### config.mk
export PLATFORM = sky130hd
export DESIGN_NAME = matrix_multiply_engine
export DESIGN_NICKNAME = d
export VERILOG_FILES = /design/src/rtl/mme_pkg.sv /design/src/rtl/matrix_multiply_engine.sv /design/src/rtl/mme_store.sv /design/src/rtl/mme_seq.sv /design/src/rtl/mme_mac.sv
export SDC_FILE = /design/constraint.sdc
export NUM_CORES = 2
export LEC_CHECK = 0
export ABC_AREA = 1
export BUFFER_PORTS_ARGS = -buffer_cell sky130_fd_sc_hd__buf_2
export CAP_MARGIN = 15
export CORE_ASPECT_RATIO = 1.2
export CORE_MARGIN = 4
export CORE_UTILIZATION = 25
export CTS_BUF_LIST = sky130_fd_sc_hd__clkbuf_4 sky130_fd_sc_hd__clkbuf_8 sky130_fd_sc_hd__clkbuf_16
export DETAILED_ROUTE_END_ITERATION = 10
export GPL_TIMING_DRIVEN = 0
export PLACE_DENSITY = 0.37
export SLEW_MARGIN = 25
export SYNTH_ARGS = -nofsm -noshare
export SYNTH_HDL_FRONTEND = slang
export SYNTH_SLANG_ARGS = --single-unit
### constraint.sdc
create_clock -name clock -period 6.1 [get_ports clock]
set_input_delay 1.22 -clock clock [delete_from_list [all_inputs] [get_ports clock]]
set_output_delay 1.22 -clock clock [all_outputs]
set_load 0.02 [all_outputs]
### src/rtl/mme_pkg.sv
// mme_pkg: shared widths, codes, tag struct and helpers for the matrix multiply engine
// depends on nothing; used by every module under rtl

package mme_pkg;

   localparam int MAX_DIM     = 8;
   localparam int DEPTH       = MAX_DIM * MAX_DIM;
   localparam int ADDR_W      = $clog2(DEPTH);
   localparam int DIM_W       = 4;
   localparam int POS_W       = 3;
   localparam int ELEM_W      = 16;
   localparam int PROD_W      = 2 * ELEM_W;
   localparam int SUM_W       = 35;
   localparam int FUNC_W      = 2;
   localparam int CSR_INDEX_W = 2;
   localparam int CSR_DATA_W  = 4;

   typedef enum logic [FUNC_W-1:0] {
      FUNC_LOAD_A = 2'd0,
      FUNC_LOAD_B = 2'd1,
      FUNC_RUN    = 2'd2
   } func_type;

   localparam logic [CSR_INDEX_W-1:0] CSR_ROWS_A    = 2'd0;
   localparam logic [CSR_INDEX_W-1:0] CSR_INNER_DIM = 2'd1;
   localparam logic [CSR_INDEX_W-1:0] CSR_COLS_B    = 2'd2;

   // control that travels with each read through the mac pipeline
   typedef struct packed {
      logic             valid;
      logic             first;
      logic             last_k;
      logic             last_elem;
      logic             zero;
      logic [POS_W-1:0] row;
      logic [POS_W-1:0] col;
   } tag_type;

   function automatic logic [DIM_W-1:0] dim_limit(input logic [DIM_W-1:0] v);
      logic [DIM_W-1:0] lim;
      lim = DIM_W'(MAX_DIM);
      return (v > lim) ? lim : v;
   endfunction

endpackage

### src/rtl/matrix_multiply_engine.sv
// matrix_multiply_engine: top level, config registers, load path, element stores,
// sequencer and shared mac; depends on mme_pkg, mme_store, mme_seq, mme_mac
//
// channel   direction  handshake                   payload
// request   in         start && !busy              req_func, req_element_index,
//                                                  req_element_value
// response  out        rsp_strobe, one cycle       rsp_product_sum, rsp_out_row,
//                                                  rsp_out_col, rsp_last_result
// csr       in         csr_write_enable            csr_index, csr_write_data
//
// a load word is written into its store when accepted and busy stays low
// a run keeps busy high while the shared mac makes rows * cols * max(inner, 1)
// store reads, one per cycle, and while the pipeline drains; an empty shape
// emits nothing and leaves busy low
// each result word passes the store read, product and result registers after the
// last inner step of its element and comes out in row-major order
// reset clears control and sets the config registers to 1; stores hold garbage until loaded
// the receiver cannot stall, so every result word goes out the cycle it is ready

module matrix_multiply_engine (
   input  logic                                 clock,
   input  logic                                 reset,
   input  logic                                 start,
   output logic                                 busy,
   input  logic [mme_pkg::FUNC_W-1:0]           req_func,
   input  logic [mme_pkg::ADDR_W-1:0]           req_element_index,
   input  logic signed [mme_pkg::ELEM_W-1:0]    req_element_value,
   output logic                                 rsp_strobe,
   output logic signed [mme_pkg::SUM_W-1:0]     rsp_product_sum,
   output logic [mme_pkg::POS_W-1:0]            rsp_out_row,
   output logic [mme_pkg::POS_W-1:0]            rsp_out_col,
   output logic                                 rsp_last_result,
   input  logic                                 csr_write_enable,
   input  logic [mme_pkg::CSR_INDEX_W-1:0]      csr_index,
   input  logic [mme_pkg::CSR_DATA_W-1:0]       csr_write_data
);

   logic [mme_pkg::DIM_W-1:0]   rows_a_ff, rows_a_in;
   logic [mme_pkg::DIM_W-1:0]   inner_dim_ff, inner_dim_in;
   logic [mme_pkg::DIM_W-1:0]   cols_b_ff, cols_b_in;
   logic                        accept, run_start, wr_a, wr_b;
   logic                        seq_active, pipe_busy;
   mme_pkg::tag_type            tag;
   logic [mme_pkg::ADDR_W-1:0]  a_addr, b_addr;
   logic [mme_pkg::ELEM_W-1:0]  a_data, b_data;

   assign accept    = start && !busy;
   assign run_start = accept && (req_func == mme_pkg::FUNC_RUN);
   assign wr_a      = accept && (req_func == mme_pkg::FUNC_LOAD_A);
   assign wr_b      = accept && (req_func == mme_pkg::FUNC_LOAD_B);
   assign busy      = seq_active || pipe_busy;

   always_comb begin
      rows_a_in    = rows_a_ff;
      inner_dim_in = inner_dim_ff;
      cols_b_in    = cols_b_ff;
      if (csr_write_enable) begin
         unique case (csr_index)
            mme_pkg::CSR_ROWS_A:    rows_a_in    = csr_write_data;
            mme_pkg::CSR_INNER_DIM: inner_dim_in = csr_write_data;
            mme_pkg::CSR_COLS_B:    cols_b_in    = csr_write_data;
            default: ;
         endcase
      end
   end

   always_ff @(posedge clock) begin
      if (reset) begin
         rows_a_ff    <= mme_pkg::DIM_W'(1);
         inner_dim_ff <= mme_pkg::DIM_W'(1);
         cols_b_ff    <= mme_pkg::DIM_W'(1);
      end else begin
         rows_a_ff    <= rows_a_in;
         inner_dim_ff <= inner_dim_in;
         cols_b_ff    <= cols_b_in;
      end
   end

   mme_store u_store_a (
      .clock   (clock),
      .wr_en   (wr_a),
      .wr_addr (req_element_index),
      .wr_data (req_element_value),
      .rd_addr (a_addr),
      .rd_data (a_data)
   );

   mme_store u_store_b (
      .clock   (clock),
      .wr_en   (wr_b),
      .wr_addr (req_element_index),
      .wr_data (req_element_value),
      .rd_addr (b_addr),
      .rd_data (b_data)
   );

   mme_seq u_seq (
      .clock     (clock),
      .reset     (reset),
      .run_start (run_start),
      .num_rows  (mme_pkg::dim_limit(rows_a_ff)),
      .num_inner (mme_pkg::dim_limit(inner_dim_ff)),
      .num_cols  (mme_pkg::dim_limit(cols_b_ff)),
      .tag       (tag),
      .a_addr    (a_addr),
      .b_addr    (b_addr),
      .active    (seq_active)
   );

   mme_mac u_mac (
      .clock           (clock),
      .reset           (reset),
      .tag             (tag),
      .a_data          ($signed(a_data)),
      .b_data          ($signed(b_data)),
      .pipe_busy       (pipe_busy),
      .rsp_strobe      (rsp_strobe),
      .rsp_product_sum (rsp_product_sum),
      .rsp_out_row     (rsp_out_row),
      .rsp_out_col     (rsp_out_col),
      .rsp_last_result (rsp_last_result)
   );

   // more words of the same run are still in flight
   a_more_follow: assert property (@(posedge clock) disable iff (reset)
      rsp_strobe && !rsp_last_result |-> busy)
      else $error("non-final result word with engine idle");

   // a load never starts the sequencer
   a_load_idle: assert property (@(posedge clock) disable iff (reset)
      accept && (wr_a || wr_b) |=> !seq_active)
      else $error("sequencer active after a load word");

   // a run with empty result shape emits nothing
   a_empty_run: assert property (@(posedge clock) disable iff (reset)
      run_start && (mme_pkg::dim_limit(rows_a_ff) == '0 ||
                    mme_pkg::dim_limit(cols_b_ff) == '0) |=> !busy)
      else $error("empty run left engine busy");

   // no result word appears while the engine sat idle the cycle before
   a_no_spurious: assert property (@(posedge clock) disable iff (reset)
      rsp_strobe |-> $past(busy))
      else $error("result word without a run in flight");

endmodule

### src/rtl/mme_store.sv
// mme_store: 64 x 16 element store, one write port and one registered read port
// depends on mme_pkg

module mme_store (
   input  logic                               clock,
   input  logic                               wr_en,
   input  logic [mme_pkg::ADDR_W-1:0]         wr_addr,
   input  logic [mme_pkg::ELEM_W-1:0]         wr_data,
   input  logic [mme_pkg::ADDR_W-1:0]         rd_addr,
   output logic [mme_pkg::ELEM_W-1:0]         rd_data
);

   logic [mme_pkg::ELEM_W-1:0] store_ff [mme_pkg::DEPTH];
   logic [mme_pkg::ELEM_W-1:0] rd_data_ff;

   always_ff @(posedge clock) begin
      if (wr_en) begin
         store_ff[wr_addr] <= wr_data;
      end
      rd_data_ff <= store_ff[rd_addr];
   end

   assign rd_data = rd_data_ff;

endmodule

### src/rtl/mme_seq.sv
// mme_seq: run sequencer, walks row, column and inner index and forms store addresses
// depends on mme_pkg

module mme_seq (
   input  logic                          clock,
   input  logic                          reset,
   input  logic                          run_start,
   input  logic [mme_pkg::DIM_W-1:0]     num_rows,
   input  logic [mme_pkg::DIM_W-1:0]     num_inner,
   input  logic [mme_pkg::DIM_W-1:0]     num_cols,
   output mme_pkg::tag_type              tag,
   output logic [mme_pkg::ADDR_W-1:0]    a_addr,
   output logic [mme_pkg::ADDR_W-1:0]    b_addr,
   output logic                          active
);

   logic                         active_ff, active_in;
   logic [mme_pkg::POS_W-1:0]    r_ff, r_in, c_ff, c_in, k_ff, k_in;
   logic [mme_pkg::DIM_W-1:0]    nr_ff, nr_in, nk_ff, nk_in, nc_ff, nc_in;
   logic                         last_r, last_c, last_k, zero_k;

   assign zero_k = (nk_ff == '0);
   assign last_k = zero_k || ({1'b0, k_ff} == nk_ff - mme_pkg::DIM_W'(1));
   assign last_c = ({1'b0, c_ff} == nc_ff - mme_pkg::DIM_W'(1));
   assign last_r = ({1'b0, r_ff} == nr_ff - mme_pkg::DIM_W'(1));

   assign a_addr = mme_pkg::ADDR_W'(r_ff) * mme_pkg::ADDR_W'(nk_ff)
                 + mme_pkg::ADDR_W'(k_ff);
   assign b_addr = mme_pkg::ADDR_W'(k_ff) * mme_pkg::ADDR_W'(nc_ff)
                 + mme_pkg::ADDR_W'(c_ff);

   always_comb begin
      tag.valid     = active_ff;
      tag.first     = (k_ff == '0);
      tag.last_k    = last_k;
      tag.last_elem = last_k && last_c && last_r;
      tag.zero      = zero_k;
      tag.row       = r_ff;
      tag.col       = c_ff;
   end

   always_comb begin
      active_in = active_ff;
      r_in      = r_ff;
      c_in      = c_ff;
      k_in      = k_ff;
      nr_in     = nr_ff;
      nk_in     = nk_ff;
      nc_in     = nc_ff;
      if (run_start) begin
         // an empty result leaves the sequencer idle
         active_in = (num_rows != '0) && (num_cols != '0);
         r_in      = '0;
         c_in      = '0;
         k_in      = '0;
         nr_in     = num_rows;
         nk_in     = num_inner;
         nc_in     = num_cols;
      end else if (active_ff) begin
         if (!last_k) begin
            k_in = k_ff + mme_pkg::POS_W'(1);
         end else begin
            k_in = '0;
            if (!last_c) begin
               c_in = c_ff + mme_pkg::POS_W'(1);
            end else begin
               c_in = '0;
               if (!last_r) begin
                  r_in = r_ff + mme_pkg::POS_W'(1);
               end else begin
                  active_in = 1'b0;
               end
            end
         end
      end
   end

   always_ff @(posedge clock) begin
      if (reset) begin
         active_ff <= 1'b0;
      end else begin
         active_ff <= active_in;
      end
      r_ff  <= r_in;
      c_ff  <= c_in;
      k_ff  <= k_in;
      nr_ff <= nr_in;
      nk_ff <= nk_in;
      nc_ff <= nc_in;
   end

   assign active = active_ff;

endmodule

### src/rtl/mme_mac.sv
// mme_mac: shared multiply-accumulate unit, product stage then accumulate into the result word
// depends on mme_pkg

module mme_mac (
   input  logic                                clock,
   input  logic                                reset,
   input  mme_pkg::tag_type                    tag,
   input  logic signed [mme_pkg::ELEM_W-1:0]   a_data,
   input  logic signed [mme_pkg::ELEM_W-1:0]   b_data,
   output logic                                pipe_busy,
   output logic                                rsp_strobe,
   output logic signed [mme_pkg::SUM_W-1:0]    rsp_product_sum,
   output logic [mme_pkg::POS_W-1:0]           rsp_out_row,
   output logic [mme_pkg::POS_W-1:0]           rsp_out_col,
   output logic                                rsp_last_result
);

   mme_pkg::tag_type                    s1_tag_ff, s2_tag_ff;
   logic signed [mme_pkg::PROD_W-1:0]   prod_ff, prod_in;
   logic signed [mme_pkg::SUM_W-1:0]    acc_ff, acc_in, prod_ext;
   logic                                strobe_ff, strobe_in;
   logic signed [mme_pkg::SUM_W-1:0]    sum_ff;
   logic [mme_pkg::POS_W-1:0]           row_ff, col_ff;
   logic                                last_ff;

   // zero inner dimension: one pass per element that adds nothing
   always_comb begin
      if (s1_tag_ff.zero) begin
         prod_in = '0;
      end else begin
         prod_in = a_data * b_data;
      end
   end

   assign prod_ext = {{(mme_pkg::SUM_W - mme_pkg::PROD_W){prod_ff[mme_pkg::PROD_W-1]}},
                      prod_ff};
   assign acc_in   = s2_tag_ff.first ? prod_ext : acc_ff + prod_ext;
   assign strobe_in = s2_tag_ff.valid && s2_tag_ff.last_k;

   always_ff @(posedge clock) begin
      if (reset) begin
         s1_tag_ff <= '0;
         s2_tag_ff <= '0;
         strobe_ff <= 1'b0;
      end else begin
         s1_tag_ff <= tag;
         s2_tag_ff <= s1_tag_ff;
         strobe_ff <= strobe_in;
      end
      prod_ff <= prod_in;
      if (s2_tag_ff.valid) begin
         acc_ff <= acc_in;
      end
      if (strobe_in) begin
         sum_ff  <= acc_in;
         row_ff  <= s2_tag_ff.row;
         col_ff  <= s2_tag_ff.col;
         last_ff <= s2_tag_ff.last_elem;
      end
   end

   assign pipe_busy       = s1_tag_ff.valid || s2_tag_ff.valid;
   assign rsp_strobe      = strobe_ff;
   assign rsp_product_sum = sum_ff;
   assign rsp_out_row     = row_ff;
   assign rsp_out_col     = col_ff;
   assign rsp_last_result = strobe_ff && last_ff;

endmodule

[After elaboration in Yosys (flattened, before gate mapping)]
Memories as Yosys holds them, arrays and structs flattened. A register that Yosys moved wholly into a read port is not among the register bits.
Cells that the tools add are included.
Cells by class
  order comparisons: 3
  bitwise logic cells: 1
  add/subtract/negate cells: 9
  $mul: 3
  eq/ne operators: 7
  reduce and logical (&&, ||, !) cells: 24
  mux-type cells: 14
Operator list (number)
  $add 35x32->35: 1
  $mux 35: 1
  $mul 16x16->32: 1
  $add 6x3->6: 2
  $eq 3x4->1: 3
  $gt 4x4->1 const B: 3
  $mul 3x4->6: 2
  $sub 4x1->4 const B: 3
  $add 3x1->3 const B: 3
  $logic_and 1x1->1: 9
  $mux 1: 9
  $mux 4: 2
  $reduce_and 2->1: 4
  $reduce_bool 4->1: 2
  $mux 3: 2
  $eq 2x1->1 const B: 2
  $eq 2x2->1 const B: 2
  $logic_not 2->1: 2
  $logic_not 4->1: 1
  $reduce_and 4->1: 1
  $logic_not 3->1: 1
  $logic_or 1x1->1: 3
  $logic_not 1->1: 1
  $not 1->1: 1
Word-level totals
  bits in writable memories: 2048
  bits in registers: 165
  logic and storage cells: 93
  memories kept: 2
Memories
  u_store_a.store_ff: depth 64, width 16, rd ports 1, clocked after memory_dff 1, write ports 1, RTL line mme_store.sv:13  | logic [mme_pkg::ELEM_W-1:0] store_ff [mme_pkg::DEPTH];
  u_store_b.store_ff: depth 64, width 16, rd ports 1, clocked after memory_dff 1, write ports 1, RTL line mme_store.sv:13

[Logic depth before layout (Yosys ltp)]
  depth in word-level cells: 7
  gate-level depth with buffers: 28
  mapped depth without buffers: 26

[By module]
A second synthesis with hierarchy kept.
Unflattened totals
  cells, all modules: 9567
  area, all modules: 103908.4 µm²
Modules (own cells, without submodules)
  mme_store: sequential area each 31069.8 µm², instances 2, area each 42099.1 µm², cells each 3517
  mme_mac: sequential area each 3393.3 µm², instances 1, area each 17067.6 µm², cells each 2180
  mme_seq: sequential area each 560.5 µm², instances 1, area each 1999.4 µm², cells each 250
  matrix_multiply_engine: sequential area each 240.2 µm², instances 1, area each 643.1 µm², cells each 103

[Worst setup path before layout]
Ideal clock, no wire load.
  path type: register to register
  start: register u_store_b.rd_data_ff, in the netlist u_store_b.rd_data[5] (read register of u_store_b.store_ff)
  end: register u_mac.prod_ff[31] (netlist name)
  path buffers: 2
  setup slack: 0.643 ns
  required time: 5.987 ns
  stages on the path, launching flop included: 23
  arrival time: 5.344 ns
  library setup time: 0.113 ns
  cell sequence: dfxtp_1 clkbuf_1 clkbuf_1 nand2_1 fa_1 inv_1 fa_1 fa_1 fa_1 inv_1 fa_1 fa_1 inv_1 ha_1 inv_1 nor3_1 nand2_1 nor3_1 nand2_1 nand2_1 nand2_1 nand2_1 nor2_1
Between the ends
  cells in the longest elaborated chain, start to end: 1
RTL lines
  start, declared: RTL line mme_store.sv:14  | logic [mme_pkg::ELEM_W-1:0] rd_data_ff;
  $mul 16x16->32: RTL line mme_mac.sv:31  | prod_in = a_data * b_data;
  end signal, assigned: RTL line mme_mac.sv:50  | prod_ff <= prod_in;
  end, declared: RTL line mme_mac.sv:19  | logic signed [mme_pkg::PROD_W-1:0] prod_ff, prod_in;
Every way passes these cells.
A chain may end at the register's enable or synchronous reset.

[Final worst setup path]
  start: register u_seq.nc_ff[2] (netlist name)
  end: register u_store_b.rd_data_ff, in the netlist u_store_b.rd_data[7] (read register of u_store_b.store_ff)
Between the ends
  cells in the longest elaborated chain, start to end: 2
RTL lines
  start, declared: RTL line mme_seq.sv:19  | logic [mme_pkg::DIM_W-1:0] nr_ff, nr_in, nk_ff, nk_in, nc_ff, nc_in;
  start signal, assigned: RTL line mme_seq.sv:89  | nc_ff <= nc_in;
  $mul 3x4->6: RTL line mme_seq.sv:29  | assign b_addr = mme_pkg::ADDR_W'(k_ff) * mme_pkg::ADDR_W'(nc_ff)
  $add 6x3->6: RTL line mme_seq.sv:30  | + mme_pkg::ADDR_W'(c_ff);
Every way passes these cells.

==> impl_metrics.env <==
export IMPL_status="finished, final reports clean"
export IMPL_whs_path_depth=0
export IMPL_yosys_top_cells_area="edfxtp_1, nor2_1, fa_1"
export IMPL_max_cap_violations=0
export IMPL_clkSlewWorstSetupHoldPaths_ns=0.06
export IMPL_dieArea_um2=414000
export IMPL_r2r_setup_slack_ns=0.12
export IMPL_arrival_ns=6.67
export IMPL_cts_sinks=2245
export IMPL_die_w_um=588
export IMPL_min_to="u_mac.rsp_out_col[2]$_DFFE_PP_"
export IMPL_min_from="u_mac.s2_tag_ff[2]$_SDFF_PP0_"
export IMPL_cts_tree="done"
export IMPL_cts_htree_levels=4
export IMPL_synth_top_area_share_pct=63.5
export IMPL_via_per_inst=5.02
export IMPL_mostFrequentLayoutCell="edfxtp_1"
export IMPL_num_vias=73400
export IMPL_crit_slowest_cell="clkdlybuf4s15_1"
export IMPL_multi_input_comb_area_um2=31000
export IMPL_nFillCells=41000
export IMPL_firstDrtPassIters=6
export IMPL_yosys_warnings=0
export IMPL_grt_pass1_wl_um=632000
export IMPL_crit_buf_inv=5
export IMPL_synth_fa_ha_area_share_pct=7.15
export IMPL_layout_common_cells="edfxtp_1, nor2_1, o21ai_0"
export IMPL_worstSkewPairLatency_ns=0.97
export IMPL_core_area_um2=402000
export IMPL_synth_top_family_by_area="simple AND/OR/NAND/NOR gates"
export IMPL_io_pins=78
export IMPL_grt_util_all_layers_pct=22.0
export IMPL_grt_max_degree=89
export IMPL_ys_seq_area_share_pct=65.6
export IMPL_reg2reg_from="u_seq.nc_ff[2]$_DFFE_PP_"
export IMPL_min_period_over_period_pct=98.0
export IMPL_end_kind="flip-flop"
export IMPL_antenna_left=0
export IMPL_setup_viol=0
export IMPL_yosysTopAreaCell="edfxtp_1"
export IMPL_synth_area_um2=101000
export IMPL_root_buffer="clkbuf_16"
export IMPL_drive_above_1_share_pct=11.9
export IMPL_grt_overflow=0
export IMPL_fin_worst_skew_ns=0.113
export IMPL_rows=255
export IMPL_slew_headroom_pct=22.5
export IMPL_ys_seq_elements=2245
export IMPL_fin_util_pct=30.2
export IMPL_worstSetupPathType="flip-flop to flip-flop"
export IMPL_hold_path_class="flip-flop to flip-flop"
export IMPL_synth_nets=9011
export IMPL_chipHeight_um=704
export IMPL_synthCells=8562
export IMPL_ff2ff_path_depth=14
export IMPL_seq_area_um2=66400
export IMPL_grt_pass1_vias=71700
export IMPL_path_delay_family="buffers and inverters"
export IMPL_dpl_hpwl_um=343000
export IMPL_synth_distinct_cells=39
export IMPL_gp_congestion=0.934
export IMPL_slew_viol_final=0
export IMPL_synth_simple_area_share_pct=11.7
export IMPL_antenna_found_initial=24
export IMPL_synth_xor_area_share_pct=0.327
export IMPL_clock_path_buffers=4
export IMPL_max_stage_delay_ns=0.88
export IMPL_finalHoldViolCount=0
export IMPL_syn2layout_area_growth_pct=20.1
export IMPL_cp_start_kind="flip-flop"
export IMPL_avgRoutedWirePerCell_um=32.2
export IMPL_cts_inserted_buffers=243
export IMPL_fmax_ghz=0.167
export IMPL_nets=9482
export IMPL_critPathMaxFanout=10
export IMPL_port_buffers=77
export IMPL_finalWirelength_um=471000
export IMPL_drc_errors=0
export IMPL_first_iter_violations=8437
export IMPL_critPathRequiredTime_ns=6.79
export IMPL_initial_core_util_pct=25.1
export IMPL_reg2reg_to="u_store_b.rd_data[7]$_DFF_P_"
export IMPL_finalCriticalPeriod_ns=5.98
export IMPL_yosys_mux_area_fraction_pct=0
export IMPL_synth_compound_area_share_pct=10.5
export IMPL_syn_area_per_cell_um2=11.8
export IMPL_path_cells="nand2_1, inv_1, fa_1, inv_1, fa_1, fa_1, inv_1, clkbuf_1, clkdlybuf4s15_1, o221ai_1, nand3_1, nand3_1, nand3_1, nand2_1"
export IMPL_worst_slew_pin_slew_ns=1.16
cell usage after synthesis:
cell / count
a211oi_1: 1
a211oi_2: 2
a21o_1: 4
a21oi_1: 105
a31oi_1: 2
and3_1: 1
buf_1: 42
buf_2: 125
buf_4: 29
buf_6: 21
buf_8: 1
clkbuf_1: 304
clkbuf_2: 3
dfxtp_1: 108
edfxtp_1: 2137
fa_1: 271
ha_1: 144
inv_1: 619
inv_2: 8
inv_4: 1
nand2_1: 767
nand3_1: 492
nand3b_1: 10
nand4_1: 23
nor2_1: 1599
nor3_1: 30
nor4_1: 1
o211ai_1: 304
o21a_1: 13
o21ai_0: 1010
o21ai_1: 74
o21bai_1: 12
o221ai_1: 211
o22ai_1: 38
or2_2: 14
xnor2_1: 19
xnor2_2: 1
xor2_1: 15
xor2_2: 1
state kept, by name (all words and copies together), names as in the netlist, 4 cells and up:
register,count
u_store_b.rd_data,16
u_store_a.store_ff,1024
rows_a_ff,4
u_mac.s1_tag_ff,11
u_mac.s2_tag_ff,10
inner_dim_ff,4
u_seq.nr_ff,4
cols_b_ff,4
u_mac.prod_ff,32
u_mac.acc_ff,35
u_store_b.store_ff,1024
u_seq.nk_ff,4
u_mac.rsp_product_sum,35
u_store_a.rd_data,16
u_seq.nc_ff,4
final cells by class:
| type | count | share of cell area [%] |
|---|---|---|
| sequential | 2245 | 54.7 |
| multi-input combinational | 5164 | 25.5 |
| tap | 5397 | 5.56 |
| clock buffer | 309 | 5.51 |
| timing repair buffer | 251 | 3.72 |
| buffer | 500 | 2.02 |
| inverter | 628 | 1.94 |
| clock inverter | 136 | 0.986 |
| antenna | 6 | 0.0124 |
cells by family (layout without fill, tap and decap cells):
family	Yosys count	count (layout)
compound gates	1776	1776
xor+xnor	36	36
fa+ha+maj	415	415
buf+inv	1153	1824
flops	2245	2245
other cells	0	6
simple gates	2937	2937
what timing repair did:
action,CTS,global route
setup buffers,0,5
resized for setup,49,68
pin swaps,0,2
hold buffers,0,0
endpoints found under the setup margin,20,17
per-stage QoR:
stage	setup TNS [ns]	setup slack [ns]	hold slack, ns	instance area, um2	cells
after floorplan	0	0.643	0.386	101000	8562
after detailed placement	-10.88	-0.754	0.391	113000	14200
after CTS	0	0.00547	0.405	121000	14600
after global routing	-0.00180	-0.00180	0.410	121000	14600
final	0	0.123	0.402	121000	14600
after global placement	-89.08	-0.794	0.390	108000	14000
routing by layer:
layer  GRT usage [%]  part of all wire (%)
met5               0                 0.017
met4            9.22                   5.0
met3            3.16                   6.5
met2            36.9                    48
met1            28.2                    41
worst max path at each step:
| stage | depth (start not counted) | start | slack [ns] | endpoint |
|---|---|---|---|---|
| after floorplan | 22 | u_store_b.rd_data[5]$_DFF_P_ | 0.64 | u_mac.prod_ff[31]$_SDFF_PP0_ |
| after global placement | 24 | u_store_a.rd_data[7]$_DFF_P_ | -0.79 | u_mac.prod_ff[25]$_SDFF_PP0_ |
| after detailed placement | 24 | u_store_a.rd_data[7]$_DFF_P_ | -0.75 | u_mac.prod_ff[25]$_SDFF_PP0_ |
| after global routing | 21 | u_store_b.rd_data[5]$_DFF_P_ | -0.002 | u_mac.prod_ff[27]$_SDFF_PP0_ |
| after CTS | 21 | u_store_b.rd_data[5]$_DFF_P_ | 0.005 | u_mac.prod_ff[28]$_SDFF_PP0_ |
| final | 14 | u_seq.nc_ff[2]$_DFFE_PP_ | 0.12 | u_store_b.rd_data[7]$_DFF_P_ |
Power is left out: the tool's default activity adds up to more than one toggle a clock period on the data nets, which glitch-free logic cannot reach.
